`config.mk`:
```
export PLATFORM = sky130hd
export DESIGN_NAME = imuab_div
export DESIGN_NICKNAME = d
export VERILOG_FILES = /design/src/hw/rtl/imuab_pkg.sv /design/src/hw/rtl/imuab_div.sv
export SDC_FILE = /design/constraint.sdc
export NUM_CORES = 1
export LEC_CHECK = 0
export ABC_CLOCK_PERIOD_IN_PS = 6300
export BUFFER_PORTS_ARGS = -buffer_cell sky130_fd_sc_hd__buf_2
export CELL_PAD_IN_SITES_DETAIL_PLACEMENT = 1
export CELL_PAD_IN_SITES_GLOBAL_PLACEMENT = 2
export CORE_UTILIZATION = 38
export DETAILED_ROUTE_END_ITERATION = 10
export PLACE_DENSITY = 0.87
export SYNTH_ARGS = -nofsm -noshare
export SYNTH_HDL_FRONTEND = slang
export SYNTH_SLANG_ARGS = --single-unit
```
`constraint.sdc`:
```
create_clock -name i_clk -period 6.3 [get_ports i_clk]
set_input_delay 0.315 -clock i_clk [delete_from_list [all_inputs] [get_ports i_clk]]
set_output_delay 0.315 -clock i_clk [all_outputs]
set_load 0.005 [all_outputs]
```
`src/hw/rtl/imuab_pkg.sv`:
```
// IMU array averaging package: widths, operation codes, sequencer states,
// divider request type. No dependencies.
package imuab_pkg;

    localparam int AXIS_COUNT         = 6;
    localparam int GYRO_FIRST_AXIS    = 3;
    localparam int DEF_SENSOR_COUNT   = 64;
    localparam int DEF_MAX_SAMPLES    = 255;
    localparam int CAL_FRAMES_RESET   = 200;

    localparam int SENSOR_W = 6;
    localparam int AXIS_W   = 3;
    localparam int SAMPLE_W = 16;
    localparam int CFG_W    = 16;
    localparam int SUM_W    = 24;
    localparam int OFF_W    = 40;
    localparam int TOTAL_W  = 24;
    localparam int DIV_W    = 40;
    localparam int DVS_W    = 24;

    typedef enum logic [1:0] {
        OP_ACC   = 2'd0,
        OP_READ  = 2'd1,
        OP_CAL   = 2'd2,
        OP_NONE  = 2'd3
    } t_op;

    typedef enum logic [3:0] {
        S_CLR,
        S_IDLE,
        S_RD,
        S_EX,
        S_DIV,
        S_OUT,
        S_FRD,
        S_FEX,
        S_FDIV
    } t_state;

    typedef struct packed {
        logic                    start;
        logic signed [DIV_W-1:0] dividend;
        logic [DVS_W-1:0]        divisor;
    } t_div_req;

endpackage

```
`src/hw/rtl/imuab_div.sv`:
```
// Shared iterative signed-by-unsigned divider, one quotient bit per cycle,
// truncating toward zero. Depends on imuab_pkg.
module imuab_div import imuab_pkg::*; (
    input  logic                    i_clk,
    input  logic                    i_rst_n,
    input  t_div_req                i_req,
    output logic                    o_done,
    output logic signed [DIV_W-1:0] o_quot
);

    localparam int CNT_W = $clog2(DIV_W);

    logic             r_busy, n_busy;
    logic             r_done, n_done;
    logic [CNT_W-1:0] r_cnt, n_cnt;
    logic [DVS_W-1:0] r_rem, n_rem;
    logic [DIV_W-1:0] r_quo, n_quo;
    logic [DVS_W-1:0] r_dvs, n_dvs;
    logic             r_neg, n_neg;
    logic [DVS_W:0]   trial;
    logic [DVS_W:0]   diff;

    always_comb begin
        n_busy = r_busy;
        n_done = 1'b0;
        n_cnt  = r_cnt;
        n_rem  = r_rem;
        n_quo  = r_quo;
        n_dvs  = r_dvs;
        n_neg  = r_neg;
        trial  = {r_rem, r_quo[DIV_W-1]};
        diff   = trial - {1'b0, r_dvs};
        if (i_req.start) begin
            n_busy = 1'b1;
            n_cnt  = CNT_W'(DIV_W - 1);
            n_rem  = '0;
            n_dvs  = i_req.divisor;
            n_neg  = i_req.dividend[DIV_W-1];
            n_quo  = i_req.dividend[DIV_W-1] ? DIV_W'(-i_req.dividend)
                                              : DIV_W'(i_req.dividend);
        end else if (r_busy) begin
            if (trial >= {1'b0, r_dvs}) begin
                n_rem = diff[DVS_W-1:0];
                n_quo = {r_quo[DIV_W-2:0], 1'b1};
            end else begin
                n_rem = trial[DVS_W-1:0];
                n_quo = {r_quo[DIV_W-2:0], 1'b0};
            end
            if (r_cnt == '0) begin
                n_busy = 1'b0;
                n_done = 1'b1;
            end else begin
                n_cnt = r_cnt - 1'b1;
            end
        end
    end

    always_ff @(posedge i_clk) begin
        if (!i_rst_n) begin
            r_busy <= 1'b0;
            r_done <= 1'b0;
        end else begin
            r_busy <= n_busy;
            r_done <= n_done;
        end
        r_cnt <= n_cnt;
        r_rem <= n_rem;
        r_quo <= n_quo;
        r_dvs <= n_dvs;
        r_neg <= n_neg;
    end

    assign o_done = r_done;
    assign o_quot = r_neg ? -$signed(r_quo) : $signed(r_quo);

endmodule

```
==> impl_metrics.tcl <==
set metrics [dict create \
    layout_common_cells "buf_2, nor2_1, a21oi_1" \
    grt_pass1_wl_mm 31.1 \
    finalSetupTns_ns 0 \
    min_from "i_req[7]" \
    viasPerCell 5.62 \
    postLayoutSetupSlackWorst_ns 2.32 \
    fin_cells 1094 \
    r2r_end "r_rem[14]" \
    synth_top_area_cell "edfxtp_1" \
    root_buffer "clkbuf_16" \
    antenna_left 0 \
    critPathSlowestCell "or4_1" \
    clock.fmax_mhz 251 \
    die_area_sq_um 18400 \
    ctsHoldBuffers 0 \
    dr_total_vias 6147 \
    die_w_microns 136 \
    postCtsSetupRepairBufs 0 \
    pin_count 108 \
    rows 48 \
    synth_top_area_share_pct 28.7 \
    diodes 0 \
    synth.area.mux_share_pct 0.754 \
    post-dp-hpwl_mm 14.5 \
    synth-edff-count 65 \
    dp_cells 1078 \
    pwr_density_cell_nw_per_um2 245 \
    async_reset_ff_share_pct 0 \
    antenna_found_initial 0 \
    clockPowerShare_pct 29.5 \
    cp_max_fo 5 \
    place_congestion 0.857 \
    fin_skew_ns 0.0109 \
    port-buffer-count 107 \
    drt-wirelength-per-cell_microns 17.8 \
    grt_pass1_vias 6146 \
    hold_path_class "in2reg" \
    clockBufferDepth 2 \
    start_util_pct 39.2 \
    wl_mm 19.4 \
    drv_cap 0 \
    synth_compound_area_share_pct 19.5 \
    peakVddDrop_uv 124 \
    synth_top_family_by_area "compound AO/OA/AOI/OAI gates" \
    drv_slew 0 \
    start_kind "flip-flop" \
    grt_remaining_overflow 0 \
    grt_usage_pct 21.6 \
    min_to "r_dvs[7]" \
    slowest_delay_ns 0.62 \
    synthTopCellsByArea "edfxtp_1, dfxtp_1, xnor2_1" \
    ys_seq_elements 97 \
    firstDrtPassIters 5 \
    worstMarginPinSlew_ns 1.40 \
    syn_avg_cell_area_sq_um 8.72 \
    status "complete, no violations" \
    utilization_pct 44.9 \
    syn_nets 876 \
    ys_warn_count 0 \
    yosysUniqueCellTypes 63 \
    internal-power_uw 1290 \
    slew_headroom_pct 4.45 \
    finalHoldViolCount 0 \
    die_h_microns 136 \
    synthCells 780 \
    reg2reg_depth 11 \
    final_common_cell "buf_2" \
    cp_data_required_time_ns 5.98 \
    seq_area_frac_synth_pct 38.1 \
    clock_latency_ns 0.36 \
    synthFlopType "edfxtp_1" \
    period_minus_slack_ns 3.98 \
    path_cells "or4_1 -> nor4_1 -> and3_1 -> nand2_1 -> or3_1 -> o31ai_1 -> xnor2_1 -> buf_2" \
    dr.first_iter.drc_count 348 \
    grt_setup_unrepaired "no" \
    core_region_area_sq_um 17400 \
    crit_type "reg2out" \
    leakage_uw 0.00310 \
    cts.sinks 97 \
    p_sw_uw 617 \
    remaining_drc_errors 0 \
    r2r_start "r_dvs[3]" \
    setup-violations-final 0 \
    swShare_pct 32.3 \
    synth_xor_area_share_pct 12.2 \
    cts_resized 0 \
    yosys.area_share.adder_pct 5.45 \
    pwr-share-seq_pct 42.6 \
    r2r_setup_slack_ns 2.65 \
    place_ws_ns 2.70 \
    nets 960 \
    yosys.area_share.simple_pct 19.3 \
    area_growth_pct 14.6 \
    cp-end-kind "primary output" \
    crit_arrival_ns 3.67 \
    cts_tree "built" \
    grt_max_degree 74 \
    numCtsBuffers 9 \
    h-tree-depth 3 \
    synth_area_sq_um 6800 \
    drive_gt1_share_pct 16.1 \
    pwr-share-comb_pct 27.9 \
    finalCritPeriodShare_pct 63.2 \
    holdPathStages 1 \
    clk_pin_slew_ns 0.07 \
]
## layout make-up
cell class | count | area, sq um
sequential | 97 | 2590
clock inverter | 5 | 55.1
multi-input combinational | 601 | 3890
timing repair buffer | 110 | 561
clock buffer | 11 | 243
inverter | 45 | 169
fill | 2084 | 9560
tap | 225 | 282
## routing by layer
| layer | global-route usage, % | routed length (microns) | vias to the layer above |
|---|---|---|---|
| li1 | - | - | 2985 |
| met1 | 28.6 | 9080 | 3039 |
| met2 | 36.6 | 9430 | 109 |
| met3 | 2.39 | 687 | 14 |
| met4 | 6.68 | 228 | 0 |
| met5 | 0 | 0 | - |
## synthesized netlist by cell type, types with 15 or more instances
master	instances
a21oi_1	71
a311oi_1	15
clkbuf_1	30
dfxtp_1	32
edfxtp_1	65
ha_1	28
inv_1	45
nand2_1	65
nand2b_1	16
nor2_1	96
o21ai_0	38
o31ai_1	23
xnor2_1	52
xor2_1	43
## power groups by stage
| stage | Clock (uW) | Combinational (uW) | Sequential [uW] |
|---|---|---|---|
| final | 563 | 532 | 814 |
| after global routing | 595 | 597 | 822 |
| after CTS | 575 | 535 | 813 |
| after detailed placement | 0 | 531 | 827 |
| after global placement | 0 | 513 | 823 |
| after floorplan | 0 | 363 | 802 |
## flip-flops by register name, indices dropped and copies added (netlist names)
name,flops
o_done,1
r_busy,1
r_cnt,6
r_dvs,24
r_neg,1
r_quo,40
r_rem,24
## kinds of logic (layout without fill, tap and decap cells)
kind of cell | after synthesis | after routing
buffers and inverters | 82 | 171
multiplexers | 5 | 5
XOR/XNOR | 95 | 95
AND/OR/NAND/NOR | 267 | 267
AO/OA/AOI/OAI | 205 | 205
flip-flops | 97 | 97
adder cells (fa/ha/maj) | 29 | 29
## per-stage QoR
step / power (uW) / area, sq um / hold slack (ns)
after floorplan: 1170 / 6800 / 0.414
after global placement: 1340 / 7500 / 0.475
after detailed placement: 1360 / 7500 / 0.491
after CTS: 1920 / 7790 / 0.123
after global routing: 2010 / 7790 / 0.129
final: 1910 / 7790 / 0.130
## worst max-delay path: cells and delay by family, from the launching register on
family | cells | cell delay [ns]
xor gates and xnor gates | 1 | 0.27
DFF | 1 | 0.46
buffers and inverters | 1 | 0.18
AOI/OAI and AO/OA | 1 | 0.54
and+or+nand+nor | 5 | 1.86
## worst max-delay path by stage
stage / cells past startpoint / from / endpoint
finish: 8 / r_quo[13] / o_quot[39]
global route: 8 / r_quo[13] / o_quot[36]
global placement: 8 / r_quo[13] / o_quot[39]
floorplan: 7 / r_quo[13] / o_quot[34]
CTS: 8 / r_quo[13] / o_quot[39]
detailed placement: 11 / r_dvs[3] / r_rem[14]
Note: power is estimated with default switching activity, not from simulation.
